### config.mk
export PLATFORM = sky130hd
export DESIGN_NAME = reliable_reorder_ack_engine_core
export DESIGN_NICKNAME = d
export VERILOG_FILES = /design/src/rtl/rrae_pkg.sv /design/src/rtl/rrae_ram.sv /design/src/rtl/rrae_front.sv /design/src/rtl/rrae_back.sv /design/src/rtl/reliable_reorder_ack_engine_core.sv
export SDC_FILE = /design/constraint.sdc
export NUM_CORES = 2
export LEC_CHECK = 0
export ABC_AREA = 1
export BUFFER_PORTS_ARGS = -buffer_cell sky130_fd_sc_hd__clkbuf_2
export CORE_MARGIN = 4
export CORE_UTILIZATION = 30
export CTS_BUF_LIST = sky130_fd_sc_hd__clkbuf_4 sky130_fd_sc_hd__clkbuf_8
export DETAILED_ROUTE_END_ITERATION = 10
export MAX_ROUTING_LAYER = met4
export SYNTH_ARGS = -nofsm -noshare
export SYNTH_HDL_FRONTEND = slang
export SYNTH_SLANG_ARGS = --single-unit
### constraint.sdc
create_clock -name clock -period 14.5 [get_ports clock]
set_input_delay 2.175 -clock clock [delete_from_list [all_inputs] [get_ports clock]]
set_output_delay 2.175 -clock clock [all_outputs]
set_load 0.01 [all_outputs]
### src/rtl/rrae_pkg.sv
// Shared types, codes and sizing constants for the reorder and acknowledgement engine.
// Used by every module of the block but rrae_ram; depends on nothing.
package rrae_pkg;

   localparam int WINDOW           = 32;
   localparam int HANDLE_BITS      = 16;
   localparam int HANDLE_PORT_BITS = 16;
   localparam int HANDLE_W         = (HANDLE_BITS < HANDLE_PORT_BITS) ? HANDLE_BITS
                                                                     : HANDLE_PORT_BITS;
   localparam int SLOT_BITS        = $clog2(WINDOW);
   localparam int SEQ_BITS         = 32;
   localparam int CHANNEL_BITS     = 8;
   localparam int CMD_BITS         = 2;
   localparam int MSG_BITS         = 2;
   localparam int ACK_BITS_W       = 32;
   localparam int ACK_LOW_BITS     = $clog2(ACK_BITS_W);
   localparam int QUEUE_DEPTH      = 2;
   localparam int QPTR_BITS        = (QUEUE_DEPTH > 1) ? $clog2(QUEUE_DEPTH) : 1;
   localparam int QCOUNT_BITS      = $clog2(QUEUE_DEPTH + 1);
   localparam int RAM_ADDR_BITS    = SLOT_BITS + 1;
   localparam int RAM_DEPTH        = 2 ** RAM_ADDR_BITS;

   localparam logic [SLOT_BITS:0]   WINDOW_WIDE = (SLOT_BITS + 1)'(WINDOW);
   localparam logic [SLOT_BITS-1:0] LAST_SLOT   = SLOT_BITS'(WINDOW - 1);
   localparam logic [SLOT_BITS-1:0] DRAIN_LIMIT = SLOT_BITS'(WINDOW - 2);
   localparam logic [SEQ_BITS-1:0]  WINDOW_SEQ  = SEQ_BITS'(WINDOW);

   // Packet kinds on the request side.
   localparam logic [CMD_BITS-1:0] CMD_RELIABLE   = 2'd0;
   localparam logic [CMD_BITS-1:0] CMD_UNRELIABLE = 2'd1;
   localparam logic [CMD_BITS-1:0] CMD_ORDERED    = 2'd2;

   // Result kinds and delivered message kinds.
   localparam logic KIND_DELIVERY = 1'b0;
   localparam logic KIND_ACK      = 1'b1;

   localparam logic [MSG_BITS-1:0] MSG_RELIABLE   = 2'd0;
   localparam logic [MSG_BITS-1:0] MSG_UNRELIABLE = 2'd1;
   localparam logic [MSG_BITS-1:0] MSG_ORDERED    = 2'd2;

   localparam logic STREAM_RELIABLE = 1'b0;
   localparam logic STREAM_ORDERED  = 1'b1;

   typedef enum logic [1:0] {
      OP_RELIABLE,
      OP_UNRELIABLE,
      OP_ORDERED
   } op_type;

   typedef enum logic [1:0] {
      ST_IDLE,
      ST_EVAL,
      ST_DRAIN,
      ST_ACK
   } state_type;

   typedef struct packed {
      op_type                  op;
      logic [CHANNEL_BITS-1:0] channel;
      logic [SEQ_BITS-1:0]     seq;
      logic [HANDLE_W-1:0]     handle;
   } item_type;

endpackage

### src/rtl/rrae_ram.sv
// Generic single-write, single-read RAM with a registered read port.
// Holds the buffered payload handles; depends on nothing.
module rrae_ram #(
   parameter int WIDTH = 16,
   parameter int DEPTH = 64
) (
   input  logic                     clock,
   input  logic                     wr_en,
   input  logic [$clog2(DEPTH)-1:0] wr_addr,
   input  logic [WIDTH-1:0]         wr_data,
   input  logic                     rd_en,
   input  logic [$clog2(DEPTH)-1:0] rd_addr,
   output logic [WIDTH-1:0]         rd_data
);

   logic [WIDTH-1:0] mem_ff [DEPTH];
   logic [WIDTH-1:0] rd_data_ff;

   always_ff @(posedge clock) begin
      if (wr_en) begin
         mem_ff[wr_addr] <= wr_data;
      end
      if (rd_en) begin
         rd_data_ff <= mem_ff[rd_addr];
      end
   end

   assign rd_data = rd_data_ff;

endmodule

### src/rtl/rrae_front.sv
// Front end: takes packet headers, classifies them and queues them for the back end.
// Depends on rrae_pkg.
module rrae_front (
   input  logic                              clock,
   input  logic                              reset,
   input  logic                              start,
   input  logic [rrae_pkg::CMD_BITS-1:0]     req_command,
   input  logic [rrae_pkg::CHANNEL_BITS-1:0] req_channel,
   input  logic [rrae_pkg::SEQ_BITS-1:0]     req_seq,
   input  logic [rrae_pkg::HANDLE_PORT_BITS-1:0] req_payload_handle,
   output logic                              busy,
   output logic                              q_valid,
   output rrae_pkg::item_type                q_item,
   input  logic                              q_pop
);
   import rrae_pkg::*;

   item_type               queue_ff [QUEUE_DEPTH];
   logic [QPTR_BITS-1:0]   wr_ptr_ff, wr_ptr_in;
   logic [QPTR_BITS-1:0]   rd_ptr_ff, rd_ptr_in;
   logic [QCOUNT_BITS-1:0] count_ff, count_in;
   item_type               new_item;
   logic                   keep;
   logic                   push;
   logic                   pop;

   // Headers of the unused fourth kind are taken and dropped here.
   always_comb begin
      new_item.channel = req_channel;
      new_item.seq     = req_seq;
      new_item.handle  = req_payload_handle[HANDLE_W-1:0];
      case (req_command)
         CMD_RELIABLE: begin
            new_item.op = OP_RELIABLE;
            keep        = 1'b1;
         end
         CMD_UNRELIABLE: begin
            new_item.op = OP_UNRELIABLE;
            keep        = 1'b1;
         end
         CMD_ORDERED: begin
            new_item.op = OP_ORDERED;
            keep        = 1'b1;
         end
         default: begin
            new_item.op = OP_RELIABLE;
            keep        = 1'b0;
         end
      endcase
   end

   assign busy    = (count_ff == QCOUNT_BITS'(QUEUE_DEPTH));
   assign q_valid = (count_ff != '0);
   assign q_item  = queue_ff[rd_ptr_ff];
   assign push    = start && !busy && keep;
   assign pop     = q_pop && q_valid;

   always_comb begin
      wr_ptr_in = wr_ptr_ff;
      rd_ptr_in = rd_ptr_ff;
      count_in  = count_ff;
      if (push) begin
         wr_ptr_in = (wr_ptr_ff == QPTR_BITS'(QUEUE_DEPTH - 1)) ? '0 : wr_ptr_ff + 1'b1;
      end
      if (pop) begin
         rd_ptr_in = (rd_ptr_ff == QPTR_BITS'(QUEUE_DEPTH - 1)) ? '0 : rd_ptr_ff + 1'b1;
      end
      if (push && !pop) begin
         count_in = count_ff + 1'b1;
      end else if (pop && !push) begin
         count_in = count_ff - 1'b1;
      end
   end

   always_ff @(posedge clock) begin
      if (reset) begin
         wr_ptr_ff <= '0;
         rd_ptr_ff <= '0;
         count_ff  <= '0;
      end else begin
         wr_ptr_ff <= wr_ptr_in;
         rd_ptr_ff <= rd_ptr_in;
         count_ff  <= count_in;
      end
   end

   always_ff @(posedge clock) begin
      if (push) begin
         queue_ff[wr_ptr_ff] <= new_item;
      end
   end

endmodule

### src/rtl/rrae_back.sv
// Back end: window test, slot storage, in-order drain and acknowledgement results.
// Depends on rrae_pkg and rrae_ram.
module rrae_back (
   input  logic                                  clock,
   input  logic                                  reset,
   input  logic                                  q_valid,
   input  rrae_pkg::item_type                    q_item,
   output logic                                  q_pop,
   output logic                                  rsp_strobe,
   output logic                                  rsp_kind,
   output logic [rrae_pkg::MSG_BITS-1:0]         rsp_msg_type,
   output logic [rrae_pkg::CHANNEL_BITS-1:0]     rsp_out_channel,
   output logic [rrae_pkg::HANDLE_PORT_BITS-1:0] rsp_out_handle,
   output logic [rrae_pkg::SEQ_BITS-1:0]         rsp_ack_seq,
   output logic [rrae_pkg::ACK_BITS_W-1:0]       rsp_ack_bits,
   output logic                                  rsp_last
);
   import rrae_pkg::*;

   state_type                      state_ff, state_in;
   item_type                       item_ff, item_in;
   logic [1:0][SEQ_BITS-1:0]       expected_ff, expected_in;
   logic [1:0][SLOT_BITS-1:0]      eidx_ff, eidx_in;
   logic [1:0][WINDOW-1:0]         valid_ff, valid_in;
   logic [SLOT_BITS-1:0]           cnt_ff, cnt_in;

   logic                           rsp_strobe_ff, rsp_strobe_in;
   logic                           rsp_kind_ff, rsp_kind_in;
   logic [MSG_BITS-1:0]            rsp_msg_type_ff, rsp_msg_type_in;
   logic [CHANNEL_BITS-1:0]        rsp_out_channel_ff, rsp_out_channel_in;
   logic [HANDLE_PORT_BITS-1:0]    rsp_out_handle_ff, rsp_out_handle_in;
   logic [SEQ_BITS-1:0]            rsp_ack_seq_ff, rsp_ack_seq_in;
   logic [ACK_BITS_W-1:0]          rsp_ack_bits_ff, rsp_ack_bits_in;
   logic                           rsp_last_ff, rsp_last_in;

   logic                           str;
   logic [SEQ_BITS-1:0]            exp_cur;
   logic [SLOT_BITS-1:0]           idx_cur;
   logic [SEQ_BITS-1:0]            seq_gap;
   logic                           borrow;
   logic                           is_next;
   logic                           in_win;
   logic [SLOT_BITS-1:0]           store_idx;
   logic [SLOT_BITS-1:0]           inc_idx;
   logic                           next_valid;
   logic                           drain_more;
   logic [ACK_BITS_W-1:0]          ack_bits_w;
   logic [MSG_BITS-1:0]            stream_msg;

   logic                           ram_we;
   logic [RAM_ADDR_BITS-1:0]       ram_waddr;
   logic                           ram_re;
   logic [RAM_ADDR_BITS-1:0]       ram_raddr;
   logic [HANDLE_W-1:0]            ram_rdata;

   // Adds two slot numbers modulo the window size.
   function automatic logic [SLOT_BITS-1:0] slot_add(input logic [SLOT_BITS-1:0] a,
                                                     input logic [SLOT_BITS-1:0] b);
      logic [SLOT_BITS:0] sum;
      sum = {1'b0, a} + {1'b0, b};
      if (sum >= WINDOW_WIDE) begin
         sum = sum - WINDOW_WIDE;
      end
      return sum[SLOT_BITS-1:0];
   endfunction

   // Slot of expected + 1; the counter wrapping to zero restarts the slot numbering.
   function automatic logic [SLOT_BITS-1:0] next_index(input logic [SEQ_BITS-1:0] expv,
                                                       input logic [SLOT_BITS-1:0] idx);
      logic [SLOT_BITS-1:0] res;
      if (expv == '1) begin
         res = '0;
      end else if (idx == LAST_SLOT) begin
         res = '0;
      end else begin
         res = idx + 1'b1;
      end
      return res;
   endfunction

   assign str        = (item_ff.op == OP_ORDERED) ? STREAM_ORDERED : STREAM_RELIABLE;
   assign exp_cur    = expected_ff[str];
   assign idx_cur    = eidx_ff[str];
   assign {borrow, seq_gap} = {1'b0, item_ff.seq} - {1'b0, exp_cur};
   assign is_next    = (seq_gap == '0);
   assign in_win     = !is_next && (seq_gap < WINDOW_SEQ);
   // When seq lies past the 32-bit wrap it is smaller than the window and is its own slot.
   assign store_idx  = borrow ? item_ff.seq[SLOT_BITS-1:0]
                              : slot_add(idx_cur, seq_gap[SLOT_BITS-1:0]);
   assign inc_idx    = next_index(exp_cur, idx_cur);
   assign next_valid = valid_ff[str][inc_idx];
   assign drain_more = (cnt_ff < DRAIN_LIMIT) && next_valid && (inc_idx != idx_cur);
   assign stream_msg = (str == STREAM_ORDERED) ? MSG_ORDERED : MSG_RELIABLE;

   // Selective acknowledgement bitmap over the reliable window; bit zero is never set.
   always_comb begin
      logic [ACK_LOW_BITS:0] lane_sum;
      logic                  lane_wrap;
      logic [SLOT_BITS-1:0]  lane_idx;
      ack_bits_w = '0;
      for (int i = 1; i < WINDOW; i++) begin
         lane_sum  = {1'b0, expected_ff[STREAM_RELIABLE][ACK_LOW_BITS-1:0]}
                     + (ACK_LOW_BITS + 1)'(i);
         lane_wrap = (&expected_ff[STREAM_RELIABLE][SEQ_BITS-1:ACK_LOW_BITS])
                     && lane_sum[ACK_LOW_BITS];
         lane_idx  = lane_wrap ? lane_sum[SLOT_BITS-1:0]
                               : slot_add(eidx_ff[STREAM_RELIABLE], SLOT_BITS'(i));
         ack_bits_w[i] = valid_ff[STREAM_RELIABLE][lane_idx];
      end
   end

   always_comb begin
      state_in = state_ff;
      case (state_ff)
         ST_IDLE: begin
            if (q_valid) begin
               state_in = ST_EVAL;
            end
         end
         ST_EVAL: begin
            if (item_ff.op == OP_UNRELIABLE) begin
               state_in = ST_IDLE;
            end else if (is_next && next_valid) begin
               state_in = ST_DRAIN;
            end else if (item_ff.op == OP_RELIABLE) begin
               state_in = ST_ACK;
            end else begin
               state_in = ST_IDLE;
            end
         end
         ST_DRAIN: begin
            if (drain_more) begin
               state_in = ST_DRAIN;
            end else if (item_ff.op == OP_RELIABLE) begin
               state_in = ST_ACK;
            end else begin
               state_in = ST_IDLE;
            end
         end
         ST_ACK: begin
            state_in = ST_IDLE;
         end
         default: begin
            state_in = ST_IDLE;
         end
      endcase
   end

   always_comb begin
      q_pop              = 1'b0;
      item_in            = item_ff;
      expected_in        = expected_ff;
      eidx_in            = eidx_ff;
      valid_in           = valid_ff;
      cnt_in             = cnt_ff;
      ram_we             = 1'b0;
      ram_waddr          = {str, store_idx};
      ram_re             = 1'b0;
      ram_raddr          = {str, inc_idx};
      rsp_strobe_in      = 1'b0;
      rsp_kind_in        = KIND_DELIVERY;
      rsp_msg_type_in    = MSG_RELIABLE;
      rsp_out_channel_in = '0;
      rsp_out_handle_in  = '0;
      rsp_ack_seq_in     = '0;
      rsp_ack_bits_in    = '0;
      rsp_last_in        = 1'b0;
      case (state_ff)
         ST_IDLE: begin
            q_pop = q_valid;
            if (q_valid) begin
               item_in = q_item;
            end
         end
         ST_EVAL: begin
            case (item_ff.op)
               OP_UNRELIABLE: begin
                  rsp_strobe_in      = 1'b1;
                  rsp_msg_type_in    = MSG_UNRELIABLE;
                  rsp_out_channel_in = item_ff.channel;
                  rsp_out_handle_in  = HANDLE_PORT_BITS'(item_ff.handle);
                  rsp_last_in        = 1'b1;
               end
               OP_RELIABLE, OP_ORDERED: begin
                  if (is_next) begin
                     rsp_strobe_in      = 1'b1;
                     rsp_msg_type_in    = stream_msg;
                     rsp_out_channel_in = item_ff.channel;
                     rsp_out_handle_in  = HANDLE_PORT_BITS'(item_ff.handle);
                     rsp_last_in        = (str == STREAM_ORDERED) && !next_valid;
                     expected_in[str]   = exp_cur + 1'b1;
                     eidx_in[str]       = inc_idx;
                     cnt_in             = '0;
                     ram_re             = next_valid;
                  end else if (in_win) begin
                     valid_in[str][store_idx] = 1'b1;
                     ram_we                   = 1'b1;
                  end
               end
               default: begin
                  rsp_strobe_in = 1'b0;
               end
            endcase
         end
         ST_DRAIN: begin
            rsp_strobe_in          = 1'b1;
            rsp_msg_type_in        = stream_msg;
            rsp_out_channel_in     = item_ff.channel;
            rsp_out_handle_in      = HANDLE_PORT_BITS'(ram_rdata);
            rsp_last_in            = (str == STREAM_ORDERED) && !drain_more;
            valid_in[str][idx_cur] = 1'b0;
            expected_in[str]       = exp_cur + 1'b1;
            eidx_in[str]           = inc_idx;
            cnt_in                 = cnt_ff + 1'b1;
            ram_re                 = drain_more;
         end
         ST_ACK: begin
            rsp_strobe_in   = 1'b1;
            rsp_kind_in     = KIND_ACK;
            rsp_ack_seq_in  = expected_ff[STREAM_RELIABLE] - 1'b1;
            rsp_ack_bits_in = ack_bits_w;
            rsp_last_in     = 1'b1;
         end
         default: begin
            q_pop = 1'b0;
         end
      endcase
   end

   always_ff @(posedge clock) begin
      if (reset) begin
         state_ff      <= ST_IDLE;
         expected_ff   <= '0;
         eidx_ff       <= '0;
         valid_ff      <= '0;
         cnt_ff        <= '0;
         rsp_strobe_ff <= 1'b0;
      end else begin
         state_ff      <= state_in;
         expected_ff   <= expected_in;
         eidx_ff       <= eidx_in;
         valid_ff      <= valid_in;
         cnt_ff        <= cnt_in;
         rsp_strobe_ff <= rsp_strobe_in;
      end
   end

   always_ff @(posedge clock) begin
      item_ff            <= item_in;
      rsp_kind_ff        <= rsp_kind_in;
      rsp_msg_type_ff    <= rsp_msg_type_in;
      rsp_out_channel_ff <= rsp_out_channel_in;
      rsp_out_handle_ff  <= rsp_out_handle_in;
      rsp_ack_seq_ff     <= rsp_ack_seq_in;
      rsp_ack_bits_ff    <= rsp_ack_bits_in;
      rsp_last_ff        <= rsp_last_in;
   end

   rrae_ram #(
      .WIDTH (HANDLE_W),
      .DEPTH (RAM_DEPTH)
   ) u_handle_ram (
      .clock   (clock),
      .wr_en   (ram_we),
      .wr_addr (ram_waddr),
      .wr_data (item_ff.handle),
      .rd_en   (ram_re),
      .rd_addr (ram_raddr),
      .rd_data (ram_rdata)
   );

   assign rsp_strobe      = rsp_strobe_ff;
   assign rsp_kind        = rsp_kind_ff;
   assign rsp_msg_type    = rsp_msg_type_ff;
   assign rsp_out_channel = rsp_out_channel_ff;
   assign rsp_out_handle  = rsp_out_handle_ff;
   assign rsp_ack_seq     = rsp_ack_seq_ff;
   assign rsp_ack_bits    = rsp_ack_bits_ff;
   assign rsp_last        = rsp_last_ff;

endmodule

### src/rtl/reliable_reorder_ack_engine_core.sv
// Top level of the packet reorder and selective acknowledgement engine.
// Depends on rrae_pkg, rrae_front and rrae_back.
//
//   Channel   Ports                       Handshake
//   request   req_*  (command .. handle)  taken when start is high and busy is low
//   response  rsp_*  (kind .. last)       each result marked by rsp_strobe
//
// The front end queues up to two headers; busy is high while that queue is full.
// The back end takes a header and evaluates it, then drains each buffered handle from
// the handle RAM (one read per cycle, up to WINDOW-1), then sends the acknowledgement
// of a reliable packet, and only then takes the next header.
// Results of one header come out on consecutive cycles, the last one flagged.
// Reset is synchronous and clears the sequence counters and slot valid bits at once.
module reliable_reorder_ack_engine_core (
   input  logic                                  clock,
   input  logic                                  reset,
   input  logic                                  start,
   input  logic [rrae_pkg::CMD_BITS-1:0]         req_command,
   input  logic [rrae_pkg::CHANNEL_BITS-1:0]     req_channel,
   input  logic [rrae_pkg::SEQ_BITS-1:0]         req_seq,
   input  logic [rrae_pkg::HANDLE_PORT_BITS-1:0] req_payload_handle,
   output logic                                  busy,
   output logic                                  rsp_strobe,
   output logic                                  rsp_kind,
   output logic [rrae_pkg::MSG_BITS-1:0]         rsp_msg_type,
   output logic [rrae_pkg::CHANNEL_BITS-1:0]     rsp_out_channel,
   output logic [rrae_pkg::HANDLE_PORT_BITS-1:0] rsp_out_handle,
   output logic [rrae_pkg::SEQ_BITS-1:0]         rsp_ack_seq,
   output logic [rrae_pkg::ACK_BITS_W-1:0]       rsp_ack_bits,
   output logic                                  rsp_last
);
   import rrae_pkg::*;

   logic     q_valid;
   item_type q_item;
   logic     q_pop;

   rrae_front u_front (
      .clock              (clock),
      .reset              (reset),
      .start              (start),
      .req_command        (req_command),
      .req_channel        (req_channel),
      .req_seq            (req_seq),
      .req_payload_handle (req_payload_handle),
      .busy               (busy),
      .q_valid            (q_valid),
      .q_item             (q_item),
      .q_pop              (q_pop)
   );

   rrae_back u_back (
      .clock           (clock),
      .reset           (reset),
      .q_valid         (q_valid),
      .q_item          (q_item),
      .q_pop           (q_pop),
      .rsp_strobe      (rsp_strobe),
      .rsp_kind        (rsp_kind),
      .rsp_msg_type    (rsp_msg_type),
      .rsp_out_channel (rsp_out_channel),
      .rsp_out_handle  (rsp_out_handle),
      .rsp_ack_seq     (rsp_ack_seq),
      .rsp_ack_bits    (rsp_ack_bits),
      .rsp_last        (rsp_last)
   );

endmodule

# Yosys cells after proc, flatten, opt, wreduce, memory -nomap -nowiden
# Memories as Yosys holds them, arrays and structs flattened. A register that Yosys moved wholly into a read port is not among the register bits.
# Index checks and enable logic that the tools add are counted.
dict set report op_classes {
  add_sub_neg 104
  order_cmp 72
  n_eq_ne 16
  mux 205
  bitwise_logic 3
  reduce_logical 65
}
# operator n
set op_table {}
lappend op_table {{5-bit two-way mux} 71}
lappend op_table {{64-bit two-way mux} 5}
lappend op_table {{64-bit case mux with 2 select lines} 2}
lappend op_table {{32-bit two-way mux} 7}
lappend op_table {{5-bit by 6-bit less-than comparator with 1-bit output, second input constant} 34}
lappend op_table {{5-bit by 5-bit adder with 6-bit output, second input constant} 32}
lappend op_table {{6-bit greater-or-equal comparator, second input constant} 32}
lappend op_table {{1-bit binary-select mux with 5-bit select} 32}
lappend op_table {{5-bit by 1-bit subtractor with 5-bit output, second input constant} 32}
lappend op_table {{5-bit by 4-bit adder with 6-bit output, second input constant} 16}
lappend op_table {{32-bit demux with 1-bit select} 3}
lappend op_table {{64-bit bitwise AND} 1}
lappend op_table {{64-bit bitwise mux} 1}
lappend op_table {{64-bit NOT} 1}
lappend op_table {{64-bit OR} 1}
lappend op_table {{16-bit case mux with 2 select lines} 2}
lappend op_table {{1-bit two-way mux} 52}
lappend op_table {{5-bit by 3-bit adder with 6-bit output, second input constant} 8}
lappend op_table {{1-bit logical AND} 45}
lappend op_table {{32-bit by 32-bit subtractor with 33-bit output} 1}
lappend op_table {{32-bit by 1-bit adder with 32-bit output, second input constant} 1}
lappend op_table {{32-bit equality test, second input constant} 1}
lappend op_table {{32-bit logical NOT} 1}
lappend op_table {{32-bit by 6-bit less-than comparator with 1-bit output, second input constant} 1}
lappend op_table {{41 further kinds} 83}
dict set report word_totals {
  regBits 242
  ram_bits 1140
  inputBits 61
  out_inout_bits 94
  wordCells 487
  n_memories 2
}
# name depth word_bits read_ports rd_ports_with_merged_regs wr line_no
set mem_list {}
lappend mem_list {u_back.u_handle_ram.mem_ff 64 16 1 1 1 rrae_ram.sv:16} ;# logic [WIDTH-1:0] mem_ff [DEPTH];
lappend mem_list {u_front.queue_ff 2 58 1 1 1 rrae_front.sv:18} ;# item_type queue_ff [QUEUE_DEPTH];

# Depth between registers and ports, before layout
dict set report logic_depth {
  ltp_word 20
  ltp_mapped 32
  depth_no_buf 28
}

# By module
# A second synthesis with hierarchy kept.
dict set report hier_totals {
  hier_cells 8844
  area_unflattened_um2 76223.1
}
# module instances cells_each area_per_inst_um2 seq_area_each_um2
set modules_own_cells {}
lappend modules_own_cells {rrae_ram 1 3518 42265.5 31230.0}
lappend modules_own_cells {rrae_back 1 5104 29439.5 6486.2}
lappend modules_own_cells {rrae_front 1 222 4518.1 3583.4}

# Least setup slack after synthesis
# OpenSTA, ideal clock, no wires.
dict set report synth_path {
  path_type {input-to-reg}
  start {input port req_command[0] in the netlist's numbering}
  end {memory u_front.queue_ff[1][0] in the netlist's numbering, enable pin}
  setup_ns 0.476
  t_arrival_ns 4.972
  required_time_ns 14.024
  setup_slack_ns 9.053
  cell_stages 5
  n_path_buf 0
  path_cell_list {inv_1 > o21ai_0 > nor2_1 > inv_1 > nor2_1}
}
dict set report synth_via {
  elab_chain_len 6
  word_cells_on_any_way 8
  cone_classes {eq/ne (2); mux (3); reduce/logical (3)}
}
# item line_no
set synth_lines {}
lappend synth_lines {{start: declaration} reliable_reorder_ack_engine_core.sv:18} ;# input logic [rrae_pkg::CMD_BITS-1:0] req_command,
lappend synth_lines {{2-bit by 1-bit equality test with 1-bit output, or another cell as far along} rrae_front.sv:32} ;# case (req_command)
lappend synth_lines {{3-bit OR reduction (no source line) (*)} -}
lappend synth_lines {{1-bit two-way mux (*)} rrae_front.sv:32}
lappend synth_lines {{1-bit logical AND (*)} rrae_front.sv:55} ;# assign push = start && !busy && keep;
lappend synth_lines {{via u_front.push} rrae_front.sv:24} ;# logic push;
lappend synth_lines {{1-bit two-way mux (*)} rrae_front.sv:88} ;# if (push) begin
lappend synth_lines {{1-bit two-way mux (not written as such) (*)} rrae_front.sv:89} ;# queue_ff[wr_ptr_ff] <= new_item;
lappend synth_lines {{end: declaration} rrae_front.sv:18}
# Mark *: on every way through the listed nets, which the timed path passes. The rest lies on a longest branch.

# Worst setup path in the final report
dict set report layout_path {
  start {register u_back.item_ff[57] in the netlist's numbering}
  end {register u_back.u_handle_ram.rd_data_ff[9] (netlist: u_back.u_handle_ram.rd_data[9]) (read register of u_back.u_handle_ram.mem_ff) (data pin)}
}
dict set report layout_via {
  elab_chain_len 12
  word_cells_on_any_way 25
  cone_classes {add/sub (2); eq/ne (4); mux (14); reduce/logical (5)}
}
# item line_no
set layout_lines {}
lappend layout_lines {{start: declaration} rrae_back.sv:21} ;# item_type item_ff, item_in;
lappend layout_lines {{start signal: assignment} rrae_back.sv:249} ;# item_ff <= item_in;
lappend layout_lines {{2-bit equality test} {rrae_back.sv:81, rrae_back.sv:176}}
lappend layout_lines {{1-bit two-way mux} rrae_back.sv:81} ;# assign str = (item_ff.op == OP_ORDERED) ? STREAM_ORDERED : STREAM_RELIABLE;
lappend layout_lines {{5-bit two-way mux (not written as such) (2 in a row)} rrae_back.sv:83} ;# assign idx_cur = eidx_ff[str];
lappend layout_lines {{5-bit by 1-bit adder with 5-bit output or 5-bit equality test (tied branches)} {rrae_back.sv:76, rrae_back.sv:73}}
lappend layout_lines {{5-bit two-way mux} rrae_back.sv:73} ;# end else if (idx == LAST_SLOT) begin
lappend layout_lines {{5-bit two-way mux} rrae_back.sv:71} ;# if (expv == '1) begin
lappend layout_lines {{1-bit binary-select mux with 5-bit select} rrae_back.sv:91} ;# assign next_valid = valid_ff[str][inc_idx];
lappend layout_lines {{1-bit two-way mux (not written as such)} rrae_back.sv:91}
lappend layout_lines {{1-bit two-way mux or 1-bit logical AND (tied branches)} {rrae_back.sv:185, rrae_back.sv:92}}
lappend layout_lines {{1-bit two-way mux or 1-bit logical AND (tied branches)} {rrae_back.sv:176, rrae_back.sv:92}}
lappend layout_lines {{1-bit case mux with 2 select lines} rrae_back.sv:168} ;# case (state_ff)
lappend layout_lines {{end: declaration} rrae_ram.sv:17} ;# logic [WIDTH-1:0] rd_data_ff;
# Parallel ways exist; a longest one is shown, timed or not. The select of a mux whose other input is x is not followed.
# A chain may end at the register's enable or synchronous reset.

==> reports/qor.yml <==
run_status: "finished clean"
instances_no_fill: 11670
fin_util_pct: 33.92
clk_root_buffer_cell: "clkbuf_8"
ys_top_cells_by_area: "edfxtp_1, o21ai_0, nand2_1"
floorplan.io_pins: 155
final-max-slew-violation-count: 0
drt_iter0_markers: 8177
grt_usage_pct: 20.43
final_layout_size_suffix_gt1_share_pct: 10.17
later_pin_clock_latency_in_the_skew_report_ns: 1.01
worst_setup_path_endpoint: "u_back.u_handle_ram.rd_data[9]"
synth_top_cell_by_area: "edfxtp_1"
number_of_gates_given_a_new_drive_strength_after_cts: 0
critical_path.endpoint_type: "flip-flop"
synth.yosys.seq_area_share_pct: 55.89
path_clk_slew_ns: 0.06
gr-total-overflow: 0
syn-instance-count: 8243
tightest_slew_ns: 1.332
post-cts-setup-buffer-count: 0
worst_ep_arrival_time_ns: 8.09
detail_route.first_pass.iterations: 10
met1_usage_pct: 26.12
grt_use_met2_pct: 31.90
mappedNetlistArea_um2: 73860
postRouteWirelength_um: 267000
max-cap-violations: 0
route.antenna.remaining_nets: 0
cts.sinks: 1455
number_of_buffers_inserted_during_clock_tree_synthesis: 236
fin_total_pwr_w: 0.01689
worstRegToRegCells: 18
ff2ff_setup_slack_ns: 7.25
gr-usage-met3_pct: 3.591
ys_warn_count: 0
cts_htree_levels: 4
crit_path_cell_chain: "nand2_8 > o21a_1 > ha_1 > nand2_1 > nor2_1 > ha_1 > nor2_1 > buf_4 > nand2_8 > inv_8 > buf_4 > buf_4 > o21ai_0 > o221ai_1 > o211ai_1 > nand3_1 > nand3_1 > nand2_1"
vias: 64070
number_of_enable_type_register_cells_in_the_synthesized_netlist: 1214
clock_tree_from_tritoncts: "yes"
crit_path_start_kind: "flip-flop"
min-delay-path-class: "reg2reg"
p_leak_nw: 29.78
maximum_number_of_pins_on_one_net_before_global_route_repair: 180
syn_to_final_growth_pct: 12.13
synth-async-reset-ratio_pct: 0
core-area_um2: 244100
nNetsFinal: 8384
cp_slowest_cell: "edfxtp_1"
synthesis.area_per_instance_um2: 8.960
post_drt_via_cell_ratio: 5.491
drt-wirelength-per-cell_um: 22.89
worstPathRequired_ns: 15.35
row_count: 181
buffer_ports.inserted: 153
critical_path_fanouts_max: 179
die_h_um: 504.2
final_hold_viol_count: 0
first_pass_grt_wire_length_um: 388300
die_area_um2: 254200
post-route-min-period_ns: 7.248
synthDominantCellAreaShare_pct: 49.36
grt_setup_unrepaired: "no"
max-clock-path-buffers: 3
pwr_density_cell_nw_per_um2: 204.0
floorplan.initialDensity_pct: 30.25
grt_antenna_before_repair: 14
max_stage_delay_ns: 0.98
dp_hpwl_um: 161900
finalSetupTns_ns: 0
cts.hold.buffers_added: 0
timing.slew.headroom_pct: 10.26
fin_skew_ns: 0.09954
worst_path_most_repeated_cell: "buf_4"
place.gp.congestion: 0.9907
die_w_um: 504.2
synthesis.nets: 8372
worst_ir_drop_vdd_uv: 179.3
synth_ff_type: "edfxtp_1"
synthDistinctLibCells: 55
postSynthRegisterBits: 1455
grt_busiest_layer: "met2"
worst_setup_path_startpoint: "u_back.item_ff[57]"
first_global_vias: 59320
hold_path_depth: 2
min_period_over_period_pct: 49.99
crit-reg2reg-launch: "u_back.item_ff[57]"
detail_route.drc_violations: 0
timing.final.setup_violations: 0
r2r_end: "u_back.u_handle_ram.rd_data[9]"
achievable-frequency_mhz: 138.0
setup.worst_path.class: "reg2reg"
number_of_cells_after_detailed_placement: 11220
critical path: cells and delay by family, from the launching register on:
kind / cells / cell delay, ns
AOI/OAI and AO/OA: 4 / 0.95
DFF: 1 / 0.98
and+or+nand+nor: 8 / 1.70
adders and majority gates: 2 / 0.52
buffers and inverters: 4 / 2.64
power by group:
part / total [W] / internal (W) / leakage (nW) / switching [W]
Clock: 0.00371 / 0.00199 / 2.61 / 0.00172
Combinational: 0.00785 / 0.00202 / 14.3 / 0.00583
Sequential: 0.00534 / 0.00520 / 12.9 / 0.000140
sequential cells by signal (all words and copies together) (netlist names), 16 cells and up:
name / cells
u_back.rsp_out_handle: 16
u_back.expected_ff: 64
u_back.u_handle_ram.rd_data: 16
u_back.valid_ff: 64
u_back.rsp_ack_bits: 31
u_front.queue_ff: 116
u_back.u_handle_ram.mem_ff: 1024
u_back.item_ff: 58
u_back.rsp_ack_seq: 32
cell usage after synthesis, types with 35 or more instances:
cell,instances
inv_1,474
nand3_1,561
o22ai_1,133
o21ai_1,110
nor3_1,35
o211ai_1,238
a21oi_1,583
buf_2,59
dfxtp_1,241
nand2_1,1423
o221ai_1,144
clkbuf_1,441
edfxtp_1,1214
nor2_1,914
xor2_1,65
ha_1,66
o21ai_0,1238
layout by cell type (no fill, tap or decap), types with 63 or more instances in the layout:
| cell | synthesis | layout |
|---|---|---|
| a21oi_1 | 583 | 582 |
| buf_4 | 18 | 191 |
| clkbuf_2 | 0 | 152 |
| clkbuf_4 | 0 | 94 |
| clkbuf_8 | 0 | 254 |
| dfxtp_1 | 241 | 238 |
| edfxtp_1 | 1214 | 1214 |
| ha_1 | 66 | 63 |
| inv_1 | 474 | 472 |
| nand2_1 | 1423 | 1419 |
| nand3_1 | 561 | 561 |
| nor2_1 | 914 | 902 |
| o211ai_1 | 238 | 238 |
| o21ai_0 | 1238 | 1233 |
| o21ai_1 | 110 | 114 |
| o221ai_1 | 144 | 144 |
| o22ai_1 | 133 | 132 |
| xor2_1 | 65 | 65 |
routing by layer:
metal,vias to the layer above,wire length [um]
met5,-,0
met4,0,12090
li1,29230,-
met2,3387,122100
met3,698,25170
met1,30750,107600
cell type report:
class	instances	area, um2
multi-input cells	5710	28390
fillers	24830	161300
inverters	508	1923
clock inverters	88	763.2
well taps	3202	4006
flip-flops and latches	1455	41280
diodes	13	32.53
repair buffers	344	2215
clock buffers	348	4202
how the worst min path moves through the flow:
stage / end / from
floorplan: u_back.rsp_out_channel[0] / u_back.item_ff[48]
global placement: u_back.rsp_out_channel[6] / u_back.item_ff[54]
detailed placement: u_back.rsp_out_channel[3] / u_back.item_ff[51]
CTS: u_back.rsp_out_channel[1] / u_back.item_ff[49]
global route: u_back.rsp_out_channel[1] / u_back.item_ff[49]
finish: u_back.rsp_out_channel[1] / u_back.item_ff[49]
metrics by stage:
step	hold WS [ns]	instance area [um2]	setup slack, ns
after CTS	0.4106	82780	7.313
final	0.4341	82820	7.252
after floorplan	0.4393	73860	9.053
after global routing	0.4430	82800	6.712
after detailed placement	0.4531	77820	7.387
after global placement	0.4493	77820	7.563
kinds of logic (layout without fill, tap and decap cells):
logic type      Yosys count  after routing  synth area share (%)
simple gates           3050           3050                 17.10
compound gates         2511           2511                 19.02
flops                  1455           1455                 55.89
buf+inv                1078           1288                 5.858
xor+xnor                 80             80                0.9487
fa+ha+maj                68             68                 1.172
other cells               1             14              0.005077
Power figures use the tool's default switching activity.
